[src/rtl/lbc_pkg.sv]
// Package: widths, geometry type and geometry lookup for the LBA to CHS converter.
package lbc_pkg;

  localparam int unsigned ADDR_W    = 32;  // logical block address
  localparam int unsigned CAP_W     = 24;  // capacity in megabytes
  localparam int unsigned PERCYL_W  = 14;  // heads * sectors per track, max 16065
  localparam int unsigned SPT_W     = 6;   // sectors per track, 32 or 63
  localparam int unsigned CYL_W     = 10;  // cylinder number
  localparam int unsigned HEAD_W    = 8;   // head number
  localparam int unsigned CYL_REM_W = 24;  // address bits left when the cylinder fits
  localparam int unsigned SIDE_W    = CYL_W + 1;

  localparam logic [HEAD_W-1:0] SAT_HEAD   = 8'd254;
  localparam logic [SPT_W-1:0]  SAT_SECTOR = 6'd63;
  localparam logic [CYL_W-1:0]  CYL_MAX    = 10'd1023;

  // Geometry derived from the capacity register
  typedef struct packed {
    logic [PERCYL_W-1:0] per_cyl;
    logic [SPT_W-1:0]    spt;
  } geo_t;

  // Geometry for zero capacity: 2 heads, 32 sectors per track
  localparam geo_t GEO_RESET = '{per_cyl: 14'd64, spt: 6'd32};

  function automatic geo_t geo_for(input logic [CAP_W-1:0] cap);
    logic [SPT_W-1:0]  spt;
    logic [HEAD_W-1:0] heads;
    geo_t              g;
    spt = (cap <= 24'd256) ? 6'd32 : 6'd63;
    if (cap <= 24'd16) begin
      heads = 8'd2;
    end else if (cap <= 24'd32) begin
      heads = 8'd4;
    end else if (cap <= 24'd128) begin
      heads = 8'd8;
    end else if (cap <= 24'd504) begin
      heads = 8'd16;
    end else if (cap <= 24'd1008) begin
      heads = 8'd32;
    end else if (cap <= 24'd2016) begin
      heads = 8'd64;
    end else if (cap <= 24'd4032) begin
      heads = 8'd128;
    end else begin
      heads = 8'd255;
    end
    g.per_cyl = PERCYL_W'(heads) * PERCYL_W'(spt);
    g.spt     = spt;
    return g;
  endfunction

endpackage

[src/rtl/lba_to_chs_converter.sv]
// LBA to CHS converter: top level with divider pipeline and output register.
// Pipeline: four cylinder divider stages of 2-3 quotient bits, two head/sector stages
// of 4 bits, then the output register.
// Throughput: one word per cycle when not stalled; each stage holds its word while the next is stalled.
// Reset clears all valid bits and sets the geometry of zero capacity (2 heads, 32 spt).
module lba_to_chs_converter (
  input  logic                        clk_i,
  input  logic                        rst_ni,
  input  logic                        cfg_we_i,
  input  logic [lbc_pkg::CAP_W-1:0]   cfg_wdata_i,
  input  logic                        in_valid_i,
  output logic                        in_stall_o,
  input  logic [lbc_pkg::ADDR_W-1:0]  block_address_i,
  output logic                        out_valid_o,
  input  logic                        out_stall_i,
  output logic [7:0]                  head_byte_o,
  output logic [7:0]                  sector_cyl_high_byte_o,
  output logic [7:0]                  cyl_low_byte_o
);

  localparam int unsigned RW = lbc_pkg::CYL_REM_W;
  localparam int unsigned PW = lbc_pkg::PERCYL_W;
  localparam int unsigned SW = lbc_pkg::SPT_W;
  localparam int unsigned CW = lbc_pkg::CYL_W;
  localparam int unsigned HW = lbc_pkg::HEAD_W;
  localparam int unsigned XW = lbc_pkg::SIDE_W;

  lbc_pkg::geo_t geo;

  logic                              ovf;
  logic [4:0]                        vld;
  logic [4:0]                        rdy;
  logic [RW-1:0]                     crem [4];
  logic [CW-1:0]                     cquo [4];
  logic                              csat [4];
  logic [PW-1:0]                     hrem [2];
  logic [HW-1:0]                     hquo [2];
  logic [XW-1:0]                     hside [2];
  logic                              s6_valid;
  logic                              s6_ready;
  logic                              out_ready;
  logic                              out_valid_q;
  logic [HW-1:0]                     head_d, head_q;
  logic [SW-1:0]                     sect_d, sect_q;
  logic [CW-1:0]                     cyl_d, cyl_q;

  lbc_geometry u_geometry (
    .clk_i       (clk_i),
    .rst_ni      (rst_ni),
    .cfg_we_i    (cfg_we_i),
    .cfg_wdata_i (cfg_wdata_i),
    .geo_o       (geo)
  );

  // Cylinder above 1023 when the address reaches per_cyl * 1024
  assign ovf = block_address_i >= {{(lbc_pkg::ADDR_W - PW - CW){1'b0}}, geo.per_cyl,
                                   {CW{1'b0}}};

  // Cylinder division: quotient bits 9..8, 7..5, 4..2, 1..0
  lbc_div_stage #(.RemW(RW), .DivW(PW), .QuoW(CW), .TopBit(9), .Steps(2), .SideW(1))
  u_cyl0 (
    .clk_i (clk_i), .rst_ni (rst_ni),
    .valid_i (in_valid_i), .ready_o (rdy[0]),
    .rem_i (block_address_i[RW-1:0]), .quo_i ('0), .side_i (ovf), .div_i (geo.per_cyl),
    .valid_o (vld[0]), .ready_i (rdy[1]),
    .rem_o (crem[0]), .quo_o (cquo[0]), .side_o (csat[0])
  );

  lbc_div_stage #(.RemW(RW), .DivW(PW), .QuoW(CW), .TopBit(7), .Steps(3), .SideW(1))
  u_cyl1 (
    .clk_i (clk_i), .rst_ni (rst_ni),
    .valid_i (vld[0]), .ready_o (rdy[1]),
    .rem_i (crem[0]), .quo_i (cquo[0]), .side_i (csat[0]), .div_i (geo.per_cyl),
    .valid_o (vld[1]), .ready_i (rdy[2]),
    .rem_o (crem[1]), .quo_o (cquo[1]), .side_o (csat[1])
  );

  lbc_div_stage #(.RemW(RW), .DivW(PW), .QuoW(CW), .TopBit(4), .Steps(3), .SideW(1))
  u_cyl2 (
    .clk_i (clk_i), .rst_ni (rst_ni),
    .valid_i (vld[1]), .ready_o (rdy[2]),
    .rem_i (crem[1]), .quo_i (cquo[1]), .side_i (csat[1]), .div_i (geo.per_cyl),
    .valid_o (vld[2]), .ready_i (rdy[3]),
    .rem_o (crem[2]), .quo_o (cquo[2]), .side_o (csat[2])
  );

  lbc_div_stage #(.RemW(RW), .DivW(PW), .QuoW(CW), .TopBit(1), .Steps(2), .SideW(1))
  u_cyl3 (
    .clk_i (clk_i), .rst_ni (rst_ni),
    .valid_i (vld[2]), .ready_o (rdy[3]),
    .rem_i (crem[2]), .quo_i (cquo[2]), .side_i (csat[2]), .div_i (geo.per_cyl),
    .valid_o (vld[3]), .ready_i (rdy[4]),
    .rem_o (crem[3]), .quo_o (cquo[3]), .side_o (csat[3])
  );

  // Head and sector: remainder within the cylinder divided by sectors per track
  lbc_div_stage #(.RemW(PW), .DivW(SW), .QuoW(HW), .TopBit(7), .Steps(4), .SideW(XW))
  u_head0 (
    .clk_i (clk_i), .rst_ni (rst_ni),
    .valid_i (vld[3]), .ready_o (rdy[4]),
    .rem_i (crem[3][PW-1:0]), .quo_i ('0), .side_i ({csat[3], cquo[3]}),
    .div_i (geo.spt),
    .valid_o (vld[4]), .ready_i (s6_ready),
    .rem_o (hrem[0]), .quo_o (hquo[0]), .side_o (hside[0])
  );

  lbc_div_stage #(.RemW(PW), .DivW(SW), .QuoW(HW), .TopBit(3), .Steps(4), .SideW(XW))
  u_head1 (
    .clk_i (clk_i), .rst_ni (rst_ni),
    .valid_i (vld[4]), .ready_o (s6_ready),
    .rem_i (hrem[0]), .quo_i (hquo[0]), .side_i (hside[0]), .div_i (geo.spt),
    .valid_o (s6_valid), .ready_i (out_ready),
    .rem_o (hrem[1]), .quo_o (hquo[1]), .side_o (hside[1])
  );

  assign in_stall_o = !rdy[0];

  // Saturation and byte packing into the output register
  always_comb begin
    if (hside[1][CW]) begin
      head_d = lbc_pkg::SAT_HEAD;
      sect_d = lbc_pkg::SAT_SECTOR;
      cyl_d  = lbc_pkg::CYL_MAX;
    end else begin
      head_d = hquo[1];
      sect_d = SW'(hrem[1][SW-1:0] + SW'(1));
      cyl_d  = hside[1][CW-1:0];
    end
  end

  assign out_ready = !out_valid_q || !out_stall_i;

  always_ff @(posedge clk_i or negedge rst_ni) begin
    if (!rst_ni) begin
      out_valid_q <= 1'b0;
    end else if (out_ready) begin
      out_valid_q <= s6_valid;
    end
  end

  always_ff @(posedge clk_i) begin
    if (out_ready && s6_valid) begin
      head_q <= head_d;
      sect_q <= sect_d;
      cyl_q  <= cyl_d;
    end
  end

  assign out_valid_o            = out_valid_q;
  assign head_byte_o            = head_q;
  assign sector_cyl_high_byte_o = {cyl_q[9:8], sect_q};
  assign cyl_low_byte_o         = cyl_q[7:0];

endmodule

[src/rtl/lbc_geometry.sv]
// Capacity register write port and registered drive geometry.
module lbc_geometry (
  input  logic                       clk_i,
  input  logic                       rst_ni,
  input  logic                       cfg_we_i,
  input  logic [lbc_pkg::CAP_W-1:0]  cfg_wdata_i,
  output lbc_pkg::geo_t              geo_o
);

  lbc_pkg::geo_t geo_q;

  // Geometry is looked up once on each register write
  always_ff @(posedge clk_i or negedge rst_ni) begin
    if (!rst_ni) begin
      geo_q <= lbc_pkg::GEO_RESET;
    end else if (cfg_we_i) begin
      geo_q <= lbc_pkg::geo_for(cfg_wdata_i);
    end
  end

  assign geo_o = geo_q;

endmodule

[src/rtl/lbc_div_stage.sv]
// One pipeline stage of a restoring divider: a few quotient bits per stage.
module lbc_div_stage #(
  parameter int unsigned RemW   = 24,
  parameter int unsigned DivW   = 14,
  parameter int unsigned QuoW   = 10,
  parameter int unsigned TopBit = 9,
  parameter int unsigned Steps  = 2,
  parameter int unsigned SideW  = 1
) (
  input  logic             clk_i,
  input  logic             rst_ni,
  input  logic             valid_i,
  output logic             ready_o,
  input  logic [RemW-1:0]  rem_i,
  input  logic [QuoW-1:0]  quo_i,
  input  logic [SideW-1:0] side_i,
  input  logic [DivW-1:0]  div_i,
  output logic             valid_o,
  input  logic             ready_i,
  output logic [RemW-1:0]  rem_o,
  output logic [QuoW-1:0]  quo_o,
  output logic [SideW-1:0] side_o
);

  localparam int unsigned WideW = RemW + DivW;

  logic [WideW-1:0] rem_w;
  logic [WideW-1:0] trial;
  logic [QuoW-1:0]  quo_w;
  logic             valid_q;
  logic [RemW-1:0]  rem_q;
  logic [QuoW-1:0]  quo_q;
  logic [SideW-1:0] side_q;

  // Compare and subtract the shifted divisor, top quotient bit first
  always_comb begin
    rem_w = WideW'(rem_i);
    quo_w = quo_i;
    trial = '0;
    for (int s = 0; s < Steps; s++) begin
      trial = WideW'(div_i) << (TopBit - s);
      if (rem_w >= trial) begin
        rem_w                = rem_w - trial;
        quo_w[TopBit - s]    = 1'b1;
      end
    end
  end

  // Stage moves on when empty or when the next stage takes its word
  assign ready_o = !valid_q || ready_i;

  always_ff @(posedge clk_i or negedge rst_ni) begin
    if (!rst_ni) begin
      valid_q <= 1'b0;
    end else if (ready_o) begin
      valid_q <= valid_i;
    end
  end

  always_ff @(posedge clk_i) begin
    if (ready_o && valid_i) begin
      rem_q  <= rem_w[RemW-1:0];
      quo_q  <= quo_w;
      side_q <= side_i;
    end
  end

  assign valid_o = valid_q;
  assign rem_o   = rem_q;
  assign quo_o   = quo_q;
  assign side_o  = side_q;

endmodule
[config.mk]
export PLATFORM = sky130hd
export DESIGN_NAME = lba_to_chs_converter
export DESIGN_NICKNAME = d
export VERILOG_FILES = /design/src/rtl/lbc_pkg.sv /design/src/rtl/lba_to_chs_converter.sv /design/src/rtl/lbc_geometry.sv /design/src/rtl/lbc_div_stage.sv
export SDC_FILE = /design/constraint.sdc
export NUM_CORES = 1
export LEC_CHECK = 0
export BUFFER_PORTS_ARGS = -buffer_cell sky130_fd_sc_hd__clkbuf_2
export CORE_MARGIN = 5
export CORE_UTILIZATION = 45
export CTS_CLUSTER_SIZE = 8
export DETAILED_ROUTE_END_ITERATION = 10
export PLACE_DENSITY_LB_ADDON = 0.05
export SYNTH_ARGS = -nofsm -noshare
export SYNTH_HDL_FRONTEND = slang
export SYNTH_SLANG_ARGS = --single-unit
[constraint.sdc]
create_clock -name clk_i -period 11.4 [get_ports clk_i]
set_input_delay 2.28 -clock clk_i [delete_from_list [all_inputs] [get_ports clk_i]]
set_output_delay 2.28 -clock clk_i [all_outputs]
set_load 0.05 [all_outputs]
==> reports/results.tsv <==
stage	metric	value	unit
critical_path	slowest CP cell	or4_4	
global_route	initial antenna violation count	1	
synthesis	top_reg_cell synth	edfxtp_1	
floorplan	Die Span Y	225.5	um
drt	1st-pass router iterations	6	
drt	Via density	5.659	
timing	final hold viol count	0	
drt	Final ANT Viol Nets	0	
critical_path	CP startpoint kind	flop	
clock_network	Reg clk slew, reported paths	60	ps
hold_path	min-delay worst type	flop to flop	
timing	Max Freq	0.09665	GHz
critical_path	kind of end point of the critical path	flop	
clock_network	CTS tree	done	
final_layout	Final Util	49.94	%
synthesis	EDFF count, synth	193	
critical_path	Setup CP Type	flop to flop	
floorplan	Initial Util	45.19	%
outcome	outcome	completed	
critical_path	Critical Path RT	11750	ps
hold_path	Hold Crit Start	u_cyl1.quo_o[6]	
timing	RSZ-0062 raised after global routing	false	
final_layout	share of cells above drive strength 1	11.69	%
placed_design	Detailed Place HPWL	43.17	mm
clock_network	worst skew pair latency	600	ps
synthesis	post-synthesis register bit count	215	
timing	Least-Margin Pin Slew	860.7	ps
critical_path	CP startpoint	u_geometry.geo_o[7]	
synthesis	Avg Inst Size Synth	8.933	um2
drt	WL per Instance	17.61	um
synthesis	Synth top cells by count	ha_1, a21oi_1, nor2_1	
clock_network	total CTS buffers	31	
timing	final clock skew	30.09	ps
floorplan	I/O pins	87	
global_route	GRT Resource Usage Total	21.00	%
critical_path	flop-to-flop setup slack	1050	ps
critical_path	RR Endpoint	u_cyl1.rem_o[10]	
placed_design	Port-buffer cells	86	
clock_network	Clock Sinks	215	
global_route	GRT overflow	0	
floorplan	die area	0.05086	mm2
floorplan	die width	225.5	um
global_route	pin count of the biggest net entering global routing	34	
synthesis	top-count cell post-synth	ha_1	
placed_design	GP Congestion	0.8914	
hold_path	Min-Delay Endpoint	u_cyl2.quo_o[6]	
clock_network	clk root buf	clkbuf_16	
hold_path	hold depth	0	
timing	Tmin final	10350	ps
flow_run	Max Cap Viol	0	
synthesis	Synth area leader	edfxtp_1	
synthesis	top area cells in the synthesized netlist	edfxtp_1, ha_1, a21oi_1, xnor2_1, nor2_1	
synthesis	Post-Syn Area	0.02090	mm2
global_route	vias in the first global route	17050	
synthesis	Synth Instances	2340	
critical_path	most used cell, CP	a21oi_1	
floorplan	Core Footprint	0.04626	mm2
clock_network	H-tree levels	1	
drt	DRC viols	0	
synthesis	share of the synthesized area in the top cell type	27.73	%
drt	Routed Wire Length	54.25	mm
synthesis	Netlist cell types	93	
critical_path	Max FO, Critical Path	29	
final_layout	Layout area overhead	10.52	%
final_layout	Final nets	2765	
timing	setup tns final	0	ps
drt	1st-iter DRT viols	1193	
critical_path	worst reg2reg path depth	41	
timing	setup violators final	0	
synthesis	YS warnings	0	
global_route	first-pass GRT wire length	88.18	mm
critical_path	WP data arrival	10700	ps
timing	period utilization	90.76	%
synthesis	post-synthesis sequential area ratio	30.37	%
critical_path	CP peak stage delay	670	ps
clock_network	clk buf depth	3	
drt	via count	17430	
synthesis	asr flop ratio synth	10.23	%
timing	max-slew violation count	0	
floorplan	num rows	79	
critical_path	worst r2r src	u_geometry.geo_o[7]	
timing	Relative slew margins	42.09	%
## logic make-up (layout without fill, tap and decap cells)
kind of cell / count (synthesis) / count (layout) / share of synthesized area, %
and+or+nand+nor: 761 / 761 / 18.49
muxes: 82 / 82 / 4.376
adders and majority gates: 257 / 257 / 16.68
AOI/OAI and AO/OA: 634 / 634 / 19.29
DFF: 215 / 215 / 30.37
xor gates and xnor gates: 151 / 151 / 6.327
buffers and inverters: 239 / 370 / 4.453
other: 1 / 3 / 0.01794
## area by class of cell
type / count / area, um2
fill: 4475 / 23160
multi-input combinational: 1887 / 13650
sequential: 215 / 6347
clock buffer: 57 / 903.4
tap: 607 / 759.5
timing repair buffer: 124 / 715.7
inverter: 188 / 705.7
clock inverter: 1 / 20.02
antenna: 1 / 2.502
## stage by stage
stage / hold slack [ps] / instance area [um2] / setup WS [ps] / std cells
5_1_grt: 420.6 / 23100 / 166.9 / 3079
3_3_place_gp: 400.4 / 22170 / 990.3 / 3021
6_report: 409.4 / 23100 / 1054 / 3080
4_1_cts: 409.0 / 23100 / 736.3 / 3079
2_1_floorplan: 400.3 / 20910 / 1436 / 2341
3_5_place_dp: 404.5 / 22170 / 742.4 / 3021
## worst max-delay path, delay by kind of cell (launching register included)
kind | cells | cell delay (ps)
adders and majority gates | 3 | 1290
muxes | 1 | 310
AOI/OAI and AO/OA | 25 | 5340
and+or+nand+nor | 8 | 1610
buffers and inverters | 4 | 920
DFF | 1 | 590
## state kept, by name, summed over array words and instances (netlist names), 2 cells and up
register          count
u_head1.side_o       11
u_cyl2.rem_o         24
u_cyl3.quo_o         10
u_head1.rem_o         6
u_head1.quo_o         8
u_cyl3.rem_o         14
u_head0.quo_o         4
cyl_q                10
u_head0.rem_o        14
u_cyl2.quo_o          8
u_cyl1.quo_o          5
u_cyl0.quo_o          2
sect_q                6
u_head0.side_o       11
u_cyl1.rem_o         24
head_byte_o           8
u_geometry.geo_o     15
u_cyl0.rem_o         24
## timing repair
action,4_1_cts,5_1_grt
buffers inserted,0,0
hold buffers,0,0
resized for setup,0,2
setup endpoints to repair,0,17
## cells in the final DEF, fill, tap and decap left out, types with 24 or more instances in the layout
cell / count
nand2b_1: 42
clkbuf_2: 86
nor2_1: 201
mux2_2: 60
a21o_1: 58
ha_1: 221
nand2_1: 175
nor2b_1: 41
clkbuf_16: 31
inv_1: 187
buf_4: 38
and3_1: 24
nand3_1: 45
o21ai_0: 146
xor2_1: 47
fa_1: 36
edfxtp_1: 193
or2_2: 34
xnor2_1: 104
nor3_1: 43
nand4_1: 40
a21oi_1: 205
## metal layers
layer | wire [um] | track usage, %
met5 | 13 | 0
met4 | 1428 | 5.271
met3 | 1829 | 2.253
met2 | 25230 | 35.45
met1 | 25760 | 29.04
## how the worst max path moves through the flow
stage	to	cells past startpoint
after floorplan	u_cyl1.rem_o[11]	45
after global placement	u_cyl1.rem_o[10]	41
after detailed placement	u_cyl1.rem_o[10]	41
after CTS	u_cyl1.rem_o[14]	41
after global routing	u_cyl1.rem_o[14]	41
final	u_cyl1.rem_o[10]	41
Power is not shown: default switching activity piles up to over one toggle a cycle in this logic, so the estimate is an artifact.
